$ cat config.mk
export PLATFORM = sky130hd
export DESIGN_NAME = cascaded_iir_lowpass_unit
export DESIGN_NICKNAME = d
export VERILOG_FILES = /design/src/rtl/ciir_pkg.sv /design/src/rtl/ciir_serial_mul.sv /design/src/rtl/cascaded_iir_lowpass_unit.sv
export SDC_FILE = /design/constraint.sdc
export NUM_CORES = 1
export LEC_CHECK = 0
export BUFFER_PORTS_ARGS = -buffer_cell sky130_fd_sc_hd__buf_2
export CORE_ASPECT_RATIO = 0.5
export CORE_MARGIN = 5
export CORE_UTILIZATION = 29
export CTS_BUF_LIST = sky130_fd_sc_hd__clkbuf_4 sky130_fd_sc_hd__clkbuf_8
export CTS_CLUSTER_SIZE = 40
export DETAILED_ROUTE_END_ITERATION = 10
export GPL_TIMING_DRIVEN = 0
export PLACE_DENSITY = 0.51
export SLEW_MARGIN = 20
export SYNTH_ARGS = -nofsm -noshare
export SYNTH_HDL_FRONTEND = slang
export SYNTH_SLANG_ARGS = --single-unit
$ cat constraint.sdc
create_clock -name aclk -period 8 [get_ports aclk]
set_clock_uncertainty 0.05 [all_clocks]
set_input_delay 0.4 -clock aclk [delete_from_list [all_inputs] [get_ports aclk]]
set_output_delay 0.4 -clock aclk [all_outputs]
set_load 0.02 [all_outputs]
$ cat src/rtl/ciir_pkg.sv
package ciir_pkg;

    localparam int SAMPLE_BITS    = 16;
    localparam int COEF_FRAC_BITS = 16;
    localparam int INTERNAL_BITS  = 32;
    localparam int DATA_FRAC_BITS = INTERNAL_BITS - SAMPLE_BITS;
    localparam int COEF_BITS      = 18;

    localparam int DIGIT_BITS     = 2;
    localparam int NUM_DIGITS     = COEF_BITS / DIGIT_BITS;
    localparam int DIGIT_CNT_BITS = $clog2(NUM_DIGITS);
    localparam int TERM_BITS      = INTERNAL_BITS + DIGIT_BITS + 1;
    localparam int ACC_BITS       = INTERNAL_BITS + COEF_BITS;
    localparam int PROD_BITS      = ACC_BITS - COEF_FRAC_BITS;
    localparam int SUM_BITS       = INTERNAL_BITS + 4;
    localparam int ROUND_BITS     = INTERNAL_BITS + 1;

    localparam int CFG_INDEX_BITS = 3;

    localparam logic KIND_SAMPLE = 1'b0;
    localparam logic KIND_CLEAR  = 1'b1;

    localparam logic [CFG_INDEX_BITS-1:0] REG_FIRST_GAIN     = 3'd0;
    localparam logic [CFG_INDEX_BITS-1:0] REG_BIQUAD_FB_ONE  = 3'd1;
    localparam logic [CFG_INDEX_BITS-1:0] REG_BIQUAD_FB_TWO  = 3'd2;
    localparam logic [CFG_INDEX_BITS-1:0] REG_SECOND_GAIN    = 3'd3;
    localparam logic [CFG_INDEX_BITS-1:0] REG_FIRST_ORDER_FB = 3'd4;

    localparam logic signed [COEF_BITS-1:0] FIRST_GAIN_RESET     = COEF_BITS'(916);
    localparam logic signed [COEF_BITS-1:0] BIQUAD_FB_ONE_RESET  = COEF_BITS'(-112914);
    localparam logic signed [COEF_BITS-1:0] BIQUAD_FB_TWO_RESET  = COEF_BITS'(51040);
    localparam logic signed [COEF_BITS-1:0] SECOND_GAIN_RESET    = COEF_BITS'(7351);
    localparam logic signed [COEF_BITS-1:0] FIRST_ORDER_FB_RESET = COEF_BITS'(-50835);

    typedef enum logic [2:0] {
        ST_IDLE,
        ST_ISSUE,
        ST_WAIT,
        ST_ROUND,
        ST_DELIVER
    } state_t;

    typedef enum logic [2:0] {
        PH_GAIN_IN,
        PH_FB_ONE,
        PH_FB_TWO,
        PH_GAIN_MID,
        PH_FB_SECTION
    } phase_t;

    function automatic logic signed [INTERNAL_BITS-1:0] sat_internal(
        input logic signed [SUM_BITS-1:0] v
    );
        logic [SUM_BITS-INTERNAL_BITS:0] upper;
        logic signed [INTERNAL_BITS-1:0] res;
        upper = v[SUM_BITS-1:INTERNAL_BITS-1];
        if ((&upper) || !(|upper)) begin
            res = v[INTERNAL_BITS-1:0];
        end else if (v[SUM_BITS-1]) begin
            res = {1'b1, {(INTERNAL_BITS-1){1'b0}}};
        end else begin
            res = {1'b0, {(INTERNAL_BITS-1){1'b1}}};
        end
        return res;
    endfunction

endpackage

$ cat src/rtl/ciir_serial_mul.sv
module ciir_serial_mul (
    input  logic                                    aclk,
    input  logic                                    aresetn,
    input  logic                                    start,
    input  logic signed [ciir_pkg::INTERNAL_BITS-1:0] mul_value,
    input  logic signed [ciir_pkg::COEF_BITS-1:0]     mul_coef,
    output logic                                    done,
    output logic signed [ciir_pkg::PROD_BITS-1:0]     product
);
    import ciir_pkg::*;

    // Coefficient digits are taken most significant first; the result is the
    // product rounded half up to the data fraction.
    localparam logic signed [ACC_BITS-1:0] ROUND_HALF =
        ACC_BITS'(1) << (COEF_FRAC_BITS - 1);
    localparam logic [DIGIT_CNT_BITS-1:0] LAST_DIGIT = DIGIT_CNT_BITS'(NUM_DIGITS - 1);

    logic                             busy_reg;
    logic                             done_reg;
    logic [DIGIT_CNT_BITS-1:0]        cnt_reg;
    logic signed [INTERNAL_BITS-1:0]  value_reg;
    logic [COEF_BITS-1:0]             coef_reg;
    logic signed [ACC_BITS-1:0]       acc_reg;
    logic signed [ACC_BITS-1:0]       acc_next;

    logic [DIGIT_BITS-1:0]            digit_raw;
    logic signed [DIGIT_BITS:0]       digit;
    logic signed [TERM_BITS-1:0]      term;
    logic                             last_digit;

    always_comb begin
        digit_raw  = coef_reg[COEF_BITS-1 -: DIGIT_BITS];
        last_digit = (cnt_reg == LAST_DIGIT);
        if (cnt_reg == '0) begin
            digit = {digit_raw[DIGIT_BITS-1], digit_raw};
        end else begin
            digit = {1'b0, digit_raw};
        end
        term     = value_reg * digit;
        acc_next = (acc_reg <<< DIGIT_BITS)
                 + {{(ACC_BITS-TERM_BITS){term[TERM_BITS-1]}}, term}
                 + (last_digit ? ROUND_HALF : '0);
    end

    always_ff @(posedge aclk) begin
        if (!aresetn) begin
            busy_reg <= 1'b0;
            done_reg <= 1'b0;
            cnt_reg  <= '0;
        end else begin
            done_reg <= busy_reg && last_digit;
            if (start) begin
                busy_reg <= 1'b1;
                cnt_reg  <= '0;
            end else if (busy_reg) begin
                cnt_reg <= cnt_reg + DIGIT_CNT_BITS'(1);
                if (last_digit) begin
                    busy_reg <= 1'b0;
                end
            end
        end
    end

    always_ff @(posedge aclk) begin
        if (start) begin
            value_reg <= mul_value;
            coef_reg  <= mul_coef;
            acc_reg   <= '0;
        end else if (busy_reg) begin
            acc_reg  <= acc_next;
            coef_reg <= coef_reg << DIGIT_BITS;
        end
    end

    assign done    = done_reg;
    assign product = acc_reg[ACC_BITS-1:COEF_FRAC_BITS];

endmodule

$ cat src/rtl/cascaded_iir_lowpass_unit.sv
// Channel   Direction  Ports                                   Beat carries
// s_        in         s_valid s_ready s_kind s_sample_in      one sample or a clear
// m_        out        m_valid m_ready m_sample_out            one filtered sample
// cfg_      in         cfg_valid cfg_ready cfg_index cfg_data  one coefficient write
//
// A sample beat runs five coefficient products one after another through a single
// radix-4 shift-and-add multiplier. A clear beat zeroes the filter history and
// delivers a zero output sample. The output register lets the next beat be taken
// while a result still waits. Reset restores the default coefficients and zeroes
// all filter history. A stalled output holds the sequencer before its last step.
module cascaded_iir_lowpass_unit (
    input  logic                                     aclk,
    input  logic                                     aresetn,
    input  logic                                     s_valid,
    output logic                                     s_ready,
    input  logic                                     s_kind,
    input  logic signed [ciir_pkg::SAMPLE_BITS-1:0]  s_sample_in,
    output logic                                     m_valid,
    input  logic                                     m_ready,
    output logic signed [ciir_pkg::SAMPLE_BITS-1:0]  m_sample_out,
    input  logic                                     cfg_valid,
    output logic                                     cfg_ready,
    input  logic [ciir_pkg::CFG_INDEX_BITS-1:0]      cfg_index,
    input  logic [ciir_pkg::COEF_BITS-1:0]           cfg_data
);
    import ciir_pkg::*;

    localparam logic signed [ROUND_BITS-1:0] OUT_HALF = ROUND_BITS'(1) << (DATA_FRAC_BITS - 1);

    state_t state_reg, state_next;
    phase_t phase_reg;

    logic signed [COEF_BITS-1:0]     first_gain_reg;
    logic signed [COEF_BITS-1:0]     biquad_fb_one_reg;
    logic signed [COEF_BITS-1:0]     biquad_fb_two_reg;
    logic signed [COEF_BITS-1:0]     second_gain_reg;
    logic signed [COEF_BITS-1:0]     first_order_fb_reg;

    logic signed [INTERNAL_BITS-1:0] bq_in_one_reg;
    logic signed [INTERNAL_BITS-1:0] bq_in_two_reg;
    logic signed [INTERNAL_BITS-1:0] bq_out_one_reg;
    logic signed [INTERNAL_BITS-1:0] bq_out_two_reg;
    logic signed [INTERNAL_BITS-1:0] sec_in_reg;
    logic signed [INTERNAL_BITS-1:0] sec_out_reg;

    logic signed [INTERNAL_BITS-1:0] x_reg;
    logic signed [INTERNAL_BITS-1:0] g0_reg;
    logic signed [SUM_BITS-1:0]      sum_reg;
    logic signed [SAMPLE_BITS-1:0]   result_reg;
    logic                            m_valid_reg;
    logic signed [SAMPLE_BITS-1:0]   m_sample_out_reg;

    logic                            in_beat;
    logic                            out_load;
    logic                            mul_start;
    logic                            mul_done;
    logic signed [INTERNAL_BITS-1:0] mul_value;
    logic signed [COEF_BITS-1:0]     mul_coef;
    logic signed [PROD_BITS-1:0]     product;
    logic signed [SUM_BITS-1:0]      prod_ext;
    logic signed [SUM_BITS-1:0]      sum_less_prod;
    logic signed [INTERNAL_BITS-1:0] prod_sat;
    logic signed [INTERNAL_BITS-1:0] diff_sat;
    logic signed [ROUND_BITS-1:0]    round_sum;
    logic signed [SAMPLE_BITS:0]     round_val;
    logic signed [SAMPLE_BITS-1:0]   round_sat;

    ciir_serial_mul u_mul (
        .aclk      (aclk),
        .aresetn   (aresetn),
        .start     (mul_start),
        .mul_value (mul_value),
        .mul_coef  (mul_coef),
        .done      (mul_done),
        .product   (product)
    );

    always_comb begin
        state_next = state_reg;
        case (state_reg)
            ST_IDLE: begin
                if (s_valid) begin
                    state_next = s_kind ? ST_DELIVER : ST_ISSUE;
                end
            end
            ST_ISSUE: begin
                state_next = ST_WAIT;
            end
            ST_WAIT: begin
                if (mul_done) begin
                    state_next = (phase_reg == PH_FB_SECTION) ? ST_ROUND : ST_ISSUE;
                end
            end
            ST_ROUND: begin
                state_next = ST_DELIVER;
            end
            ST_DELIVER: begin
                if (!m_valid_reg || m_ready) begin
                    state_next = ST_IDLE;
                end
            end
            default: begin
                state_next = ST_IDLE;
            end
        endcase
    end

    always_comb begin
        s_ready   = 1'b0;
        mul_start = 1'b0;
        out_load  = 1'b0;
        case (state_reg)
            ST_IDLE:    s_ready   = 1'b1;
            ST_ISSUE:   mul_start = 1'b1;
            ST_DELIVER: out_load  = !m_valid_reg || m_ready;
            default: begin
                s_ready = 1'b0;
            end
        endcase
    end

    always_comb begin
        case (phase_reg)
            PH_GAIN_IN: begin
                mul_value = x_reg;
                mul_coef  = first_gain_reg;
            end
            PH_FB_ONE: begin
                mul_value = bq_out_one_reg;
                mul_coef  = biquad_fb_one_reg;
            end
            PH_FB_TWO: begin
                mul_value = bq_out_two_reg;
                mul_coef  = biquad_fb_two_reg;
            end
            PH_GAIN_MID: begin
                mul_value = bq_out_one_reg;
                mul_coef  = second_gain_reg;
            end
            PH_FB_SECTION: begin
                mul_value = sec_out_reg;
                mul_coef  = first_order_fb_reg;
            end
            default: begin
                mul_value = x_reg;
                mul_coef  = first_gain_reg;
            end
        endcase
    end

    always_comb begin
        in_beat       = s_valid && s_ready;
        prod_ext      = SUM_BITS'(product);
        sum_less_prod = sum_reg - prod_ext;
        prod_sat      = sat_internal(prod_ext);
        diff_sat      = sat_internal(sum_less_prod);
        round_sum     = ROUND_BITS'(sec_out_reg) + OUT_HALF;
        round_val     = round_sum[ROUND_BITS-1:DATA_FRAC_BITS];
        if (round_val[SAMPLE_BITS] != round_val[SAMPLE_BITS-1]) begin
            round_sat = round_val[SAMPLE_BITS] ? {1'b1, {(SAMPLE_BITS-1){1'b0}}}
                                               : {1'b0, {(SAMPLE_BITS-1){1'b1}}};
        end else begin
            round_sat = round_val[SAMPLE_BITS-1:0];
        end
    end

    always_ff @(posedge aclk) begin
        if (!aresetn) begin
            state_reg          <= ST_IDLE;
            phase_reg          <= PH_GAIN_IN;
            m_valid_reg        <= 1'b0;
            first_gain_reg     <= FIRST_GAIN_RESET;
            biquad_fb_one_reg  <= BIQUAD_FB_ONE_RESET;
            biquad_fb_two_reg  <= BIQUAD_FB_TWO_RESET;
            second_gain_reg    <= SECOND_GAIN_RESET;
            first_order_fb_reg <= FIRST_ORDER_FB_RESET;
            bq_in_one_reg      <= '0;
            bq_in_two_reg      <= '0;
            bq_out_one_reg     <= '0;
            bq_out_two_reg     <= '0;
            sec_in_reg         <= '0;
            sec_out_reg        <= '0;
        end else begin
            state_reg <= state_next;

            if (out_load) begin
                m_valid_reg <= 1'b1;
            end else if (m_ready) begin
                m_valid_reg <= 1'b0;
            end

            if (cfg_valid) begin
                case (cfg_index)
                    REG_FIRST_GAIN:     first_gain_reg     <= cfg_data;
                    REG_BIQUAD_FB_ONE:  biquad_fb_one_reg  <= cfg_data;
                    REG_BIQUAD_FB_TWO:  biquad_fb_two_reg  <= cfg_data;
                    REG_SECOND_GAIN:    second_gain_reg    <= cfg_data;
                    REG_FIRST_ORDER_FB: first_order_fb_reg <= cfg_data;
                    default: begin
                        first_gain_reg <= first_gain_reg;
                    end
                endcase
            end

            if (in_beat) begin
                phase_reg <= PH_GAIN_IN;
                if (s_kind) begin
                    bq_in_one_reg  <= '0;
                    bq_in_two_reg  <= '0;
                    bq_out_one_reg <= '0;
                    bq_out_two_reg <= '0;
                    sec_in_reg     <= '0;
                    sec_out_reg    <= '0;
                end
            end else if (state_reg == ST_WAIT && mul_done) begin
                phase_reg <= phase_t'(phase_reg + 3'd1);
                case (phase_reg)
                    PH_FB_TWO: begin
                        bq_in_two_reg  <= bq_in_one_reg;
                        bq_in_one_reg  <= g0_reg;
                        bq_out_two_reg <= bq_out_one_reg;
                        bq_out_one_reg <= diff_sat;
                    end
                    PH_GAIN_MID: begin
                        sec_in_reg <= prod_sat;
                    end
                    PH_FB_SECTION: begin
                        sec_out_reg <= diff_sat;
                    end
                    default: begin
                        sec_in_reg <= sec_in_reg;
                    end
                endcase
            end
        end
    end

    always_ff @(posedge aclk) begin
        if (in_beat) begin
            x_reg      <= {s_sample_in, {DATA_FRAC_BITS{1'b0}}};
            result_reg <= '0;
        end
        if (state_reg == ST_WAIT && mul_done) begin
            case (phase_reg)
                PH_GAIN_IN: begin
                    g0_reg  <= prod_sat;
                    sum_reg <= SUM_BITS'(prod_sat) + (SUM_BITS'(bq_in_one_reg) <<< 1)
                             + SUM_BITS'(bq_in_two_reg);
                end
                PH_FB_ONE: begin
                    sum_reg <= sum_less_prod;
                end
                PH_GAIN_MID: begin
                    sum_reg <= SUM_BITS'(prod_sat) + SUM_BITS'(sec_in_reg);
                end
                default: begin
                    sum_reg <= sum_reg;
                end
            endcase
        end
        if (state_reg == ST_ROUND) begin
            result_reg <= round_sat;
        end
        if (out_load) begin
            m_sample_out_reg <= result_reg;
        end
    end

    assign cfg_ready    = 1'b1;
    assign m_valid      = m_valid_reg;
    assign m_sample_out = m_sample_out_reg;

endmodule
# --- Yosys cells after proc, flatten, opt, wreduce, memory -nomap -nowiden ---
# Cells that the tools add are included.
op_classes:
  bitwise_logic: 1
  n_mul: 1
  eq_ne: 18
  reduce_logical: 39
  n_addsub: 9
  muxes: 48
op_table:
  columns: ["op", "n"]
  rows:
  - ["$mux W32", 23]
  - ["$pmux W36 S3", 1]
  - ["$add A50 B50 Y50", 2]
  - ["$pmux W32 S3", 1]
  - ["$mux W16", 5]
  - ["$pmux W18 S4", 1]
  - ["$mux W18", 2]
  - ["$sub A36 B34 Y36", 1]
  - ["$add A34 B32 Y35", 1]
  - ["$mul A32 B3 Y35", 1]
  - ["$add A32 B33 Y34", 1]
  - ["$add A32 B17 Y33 const B", 1]
  - ["$add A32 B32 Y33", 1]
  - ["$eq A3 B2 Y1 const B", 6]
  - ["$mux W3", 5]
  - ["$pmux W3 S5", 1]
  - ["$reduce_and A3 Y1", 5]
  - ["$reduce_and A2 Y1", 7]
  - ["$reduce_bool A2 Y1", 7]
  - ["$eq A3 B1 Y1 const B", 3]
  - ["$eq A3 B3 Y1 const B", 3]
  - ["$logic_not A3 Y1", 3]
  - ["$mux W1", 8]
  - ["$ne A2 B2 Y1 const B", 3]
  - ["other kinds (16)", 24]
word_totals:
  ff_bits: 511
  output_inout_bits: 19
  wordCells: 141
  input_bits: 43

# --- Logic depth before layout (Yosys ltp) ---
logic_depth:
  word_depth: 8
  ltp_mapped: 34
  mapped_depth_nobuf: 32

# --- Modules after synthesis ---
# Synthesis repeated with hierarchy kept, for this count alone.
unflattened:
  cells_unflattened: 3759
  hier_area_um2: 33379.5
by_module_without_submodules:
  columns: ["module", "area_per_inst_um2", "cells_each", "n_inst", "seq_area_each_um2"]
  rows:
  - ["cascaded_iir_lowpass_unit", 23161.0, 2698, 1, 9268.9]
  - ["ciir_serial_mul", 10218.6, 1061, 1, 2622.5]

# --- Worst setup path after synthesis ---
# OpenSTA, ideal clock, no wires.
synth_timing:
  kind: "register to register"
  start: "register u_mul.cnt_reg[0]"
  end: "register u_mul.acc_reg[48]"
  synth_period_minus_slack_ps: 6917
  t_arrival_ps: 6725
  path_stages_with_launch: 33
  required_time_ps: 7808
  path_buffers: 3
  setup_time_ps: 142
  slack_ps: 1083
  cell_sequence: "dfxtp_1 -> inv_1 -> ha_1 -> nor2b_1 -> nand3b_1 -> clkbuf_1 -> nor2_1 -> fa_1 -> ha_1 -> ha_1 -> fa_1 -> a21o_1 -> a21oi_1 -> o21ai_0 -> a211oi_1 -> or3_1 -> clkbuf_1 -> nor2_1 -> nor2_1 -> xnor2_1 -> ha_1 -> ha_1 -> buf_2 -> a21o_1 -> a21o_1 -> a21o_1 -> a21o_2 -> a221o_2 -> a311oi_4 -> o211ai_2 -> a311oi_2 -> xnor2_1 -> o22ai_2"
synth_via:
  elab_chain_cells: 5
  word_cells_on_any_way: 7
  classes_between: "add/sub: 2; mul: 1; eq/ne: 1; mux: 2; reduce/logical: 1"
synth_lines:
  columns: ["item", "line", "rtl"]
  rows:
  - ["start: declaration", "ciir_serial_mul.sv:20", "logic [DIGIT_CNT_BITS-1:0] cnt_reg;"]
  - ["start signal: assignment", "ciir_serial_mul.sv:56", "cnt_reg <= cnt_reg + DIGIT_CNT_BITS'(1);"]
  - ["$logic_not A4 Y1", "ciir_serial_mul.sv:34", "if (cnt_reg == '0) begin"]
  - ["$mux W3", "ciir_serial_mul.sv:34", null]
  - ["$mul A32 B3 Y35", "ciir_serial_mul.sv:39", "term = value_reg * digit;"]
  - ["$add A50 B50 Y50", "ciir_serial_mul.sv:41", "+ {{(ACC_BITS-TERM_BITS){term[TERM_BITS-1]}}, term}"]
  - ["$add A50 B50 Y50 (*)", "ciir_serial_mul.sv:42", "+ (last_digit ? ROUND_HALF : '0);"]
  - ["end signal: assignment", "ciir_serial_mul.sv:70", "acc_reg <= acc_next;"]
  - ["end: declaration", "ciir_serial_mul.sv:23", "logic signed [ACC_BITS-1:0] acc_reg;"]
# Every way passes the cells marked *; elsewhere a longest branch is shown, timed or not.
# A chain may end at the register's enable or synchronous reset.

# --- Worst setup path in the final report ---
layout_timing:
  start: "register u_mul.cnt_reg[0]"
  end: "register u_mul.acc_reg[49]"
# The elaborated chain is that of the path after synthesis.

==> results.md <==
- Crit-path leading delay family: compound AO/OA/AOI/OAI gates
- Max-cap violation count: 0
- Final Critical Period: 7.58 ns
- Synth top area share: 0.205
- Die H: 251 µm
- Number of global-route vias before repair: 28,600
- Worst Path Arrival: 8.18 ns
- Fin crit share: 0.947
- Clock buffer depth: 3
- Worst r2r src: u_mul.cnt_reg[0]
- Synth Area in Simple Gates: 0.186
- Seq pwr share: 0.244
- Post-synth EDFFs: 166
- Clock Latency Late Sink: 0.78 ns
- Die W: 492 µm
- Final #Nets: 4,514
- Initial antenna violation count: 7
- Pin count of the biggest net entering global routing: 26
- Sequential area share after synthesis: 0.353
- Syn Std Cell Area: 0.0337 mm²
- Critical Path End Type: register
- Slew Viols, Final: 0
- WL/cell: 20.5 µm
- Root Buffer Master: clkbuf_8
- Core area: 0.115 mm²
- CTS Buf Count: 86
- Outcome: complete, no violations
- Mux cell area share after synthesis: 0.0110
- Number of synthesis warnings: 0
- DRC Markers: 0
- PnR Total Power: 13.4 mW
- Worst rel slew slack: 0.235
- P_leak: 15.5 nW
- Most common cell on crit path: ha_1
- Starting density of the core: 0.292
- Power Internal: 6.95 mW
- Fmax: 132 MHz
- Top_reg_cell synth: dfxtp_1
- CTS tree: built
- Layout cells sized above 1: 0.0741
- Vias: 29,900
- Max reg flops: 50
- Crit path from: u_mul.cnt_reg[0]
- CP Max Fanout: 10
- Design area: 0.0384 mm²
- Post-synth top cells: 524 x nand2_1, 345 x dfxtp_1, 265 x ha_1, 250 x inv_1, 224 x a21oi_1
- CP startpoint kind: register
- TritonRoute pass-1 iters: 5
- Hold_sp: cfg_index[1]
- Ys async rst share: 0
- Num Clock Sinks: 511
- Combinational share of power: 0.566
- Vias per Instance: 5.20
- Final Hold Fails: 0
- Global-route wire length before repair: 176 mm
- FF+latch count, synth: 511
- Clk pwr share: 0.190
- Final setup fails: 0
- Largest area contributor in the netlist: dfxtp_1
- Total grt overflow: 0
- Slew of the pin with the lowest slew margin: 1.14 ns
- H-tree level count: 3
- Setup CP Type: register to register
- Maximum VDD drop: 0.164 mV
- Post-Syn Nets: 4,317
- P_sw: 6.47 mW
- Largest family of logic cells by synthesized area: compound AO/OA/AOI/OAI gates
- Worst Path Buf+Inv: 3
- Clk pin slew, worst setup/hold paths: 0.07 ns
- Gr usage total: 0.184
- Xor-xnor portion of the synthesized cell area: 0.0429
- IO Port Bufs: 59
- Worst path max stage delay: 0.48 ns
- Unique masters post-synth: 91
- Final hold slack: 0.183 ns
- Die area: 0.124 mm²
- Compound-gate portion of the synthesized area: 0.213
- Syn Inst Count: 3,939
- Worst min-delay path class: input pin to register
- Wirelength, routed: 118 mm
- Post-Syn Area per Cell: 8.56 µm²
- GPL Wtd Cong: 0.932
- PD cells: 349 mW/mm²
- Post-Synth Adder-Cell Area: 0.140
- DRT antenna net count: 0
- Synth area leaders: dfxtp_1 20%, edfxtp_1 15%, ha_1 9.8%
- Req. time, crit path: 8.60 ns
- I/O pins: 62
- Unrepaired setup endpoints after global routing: false
- Post-DP Area: 0.0360 mm²
- 1st-iter DRT viols: 2,546
- CP max-delay cell: fa_1
- Syn-to-layout area delta: 14.0%
- Sw frac: 0.482
- Most common cell in the netlist: nand2_1
- Row count: 88
- Final HPWL DP: 93.1 mm
## stage by stage
step | std cells | setup slack, ns | util | TNS (ns)
after CTS | 5730 | 0.0157 | 0.332 | 0
after global routing | 5739 | 0.00000266 | 0.333 | 0
final | 5741 | 0.424 | 0.333 | 0
after floorplan | 3939 | 1.08 | - | 0
after global placement | 5528 | -0.896 | 0.311 | -5.23
after detailed placement | 5532 | -0.511 | 0.313 | -2.66
## power groups by stage
stage               clock network (mW)  registers, mW  logic [mW]
global route                      2.74           3.29        8.28
CTS                               2.63           3.27        7.41
finish                            2.55           3.27        7.59
detailed placement                   0           3.32        7.32
floorplan                            0           3.19        5.08
global placement                     0           3.32        7.28
## worst register-to-register path, delay by kind of cell, from the launching register on
kind	cells	cell delay [ns]
flops	1	0.39
simple gates	6	1.15
xor+xnor	2	0.43
fa+ha+maj	6	1.92
compound gates	14	2.94
buf+inv	3	0.60
## layout by cell type, fill, tap and decap left out, types with 14 or more instances in the layout
| master | n |
|---|---|
| a31oi_1 | 29 |
| or3_1 | 17 |
| o21ai_1 | 42 |
| o21a_1 | 37 |
| o21ai_0 | 179 |
| or2_2 | 15 |
| nor3_1 | 77 |
| nand4_1 | 53 |
| inv_1 | 249 |
| a221oi_1 | 15 |
| nor2_1 | 203 |
| nand2_1 | 524 |
| dfxtp_1 | 345 |
| o21bai_1 | 17 |
| nand3_1 | 209 |
| a21oi_1 | 221 |
| xnor2_1 | 108 |
| o22ai_1 | 21 |
| a21boi_0 | 155 |
| fa_1 | 70 |
| buf_2 | 76 |
| mux2i_1 | 37 |
| clkbuf_8 | 99 |
| and3_1 | 38 |
| dlygate4sd3_1 | 38 |
| a21o_1 | 97 |
| a211oi_1 | 36 |
| nand2b_1 | 21 |
| clkinv_1 | 14 |
| xor2_1 | 56 |
| o211ai_1 | 19 |
| a22o_1 | 17 |
| clkbuf_1 | 184 |
| and2_1 | 71 |
| edfxtp_1 | 166 |
| a22oi_1 | 62 |
| nor2b_1 | 56 |
| clkbuf_4 | 24 |
| ha_1 | 265 |
## repair_timing
item	CTS	global route
buffers inserted	0	10
endpoints found under the hold margin	111	0
hold buffers	38	0
pin swaps	0	4
gates resized for setup	8	19
endpoints found under the setup margin	11	17
## path summary, 6_finish.rpt
kind | end | slack, ns | depth (start not counted)
max reg2reg | u_mul.acc_reg[49] | 0.42 | 31
max | u_mul.acc_reg[49] | 0.42 | 31
min | biquad_fb_two_reg[7] | 0.18 | 5
min reg2reg | m_sample_out[10] | 0.37 | 0
## layout make-up
type,instances,area [µm²]
buffer,223,906
inverter,252,946
clock inverter,37,307
fill,12000,76900
antenna,3,7.51
multi-input combinational,2951,20100
timing repair buffer,111,831
tap,1530,1910
clock buffer,123,1540
sequential,511,11900
## cells by family (layout without fill, tap and decap cells)
| group | after synthesis | count (layout) |
|---|---|---|
| buffers and inverters | 477 | 746 |
| adder cells (fa/ha/maj) | 335 | 335 |
| flip-flops | 511 | 511 |
| XOR/XNOR | 165 | 165 |
| AO/OA/AOI/OAI | 1076 | 1076 |
| AND/OR/NAND/NOR | 1337 | 1337 |
| multiplexers | 37 | 37 |
| other | 1 | 4 |
## layer usage
layer	vias to the layer above	routed length [µm]	GRT usage
li1	14400	-	-
met1	14500	57100	0.267
met2	782	50500	0.282
met3	149	7470	0.0336
met4	2	2820	0.0455
met5	-	13	0
No activity file was read; power rests on OpenSTA's default activity.
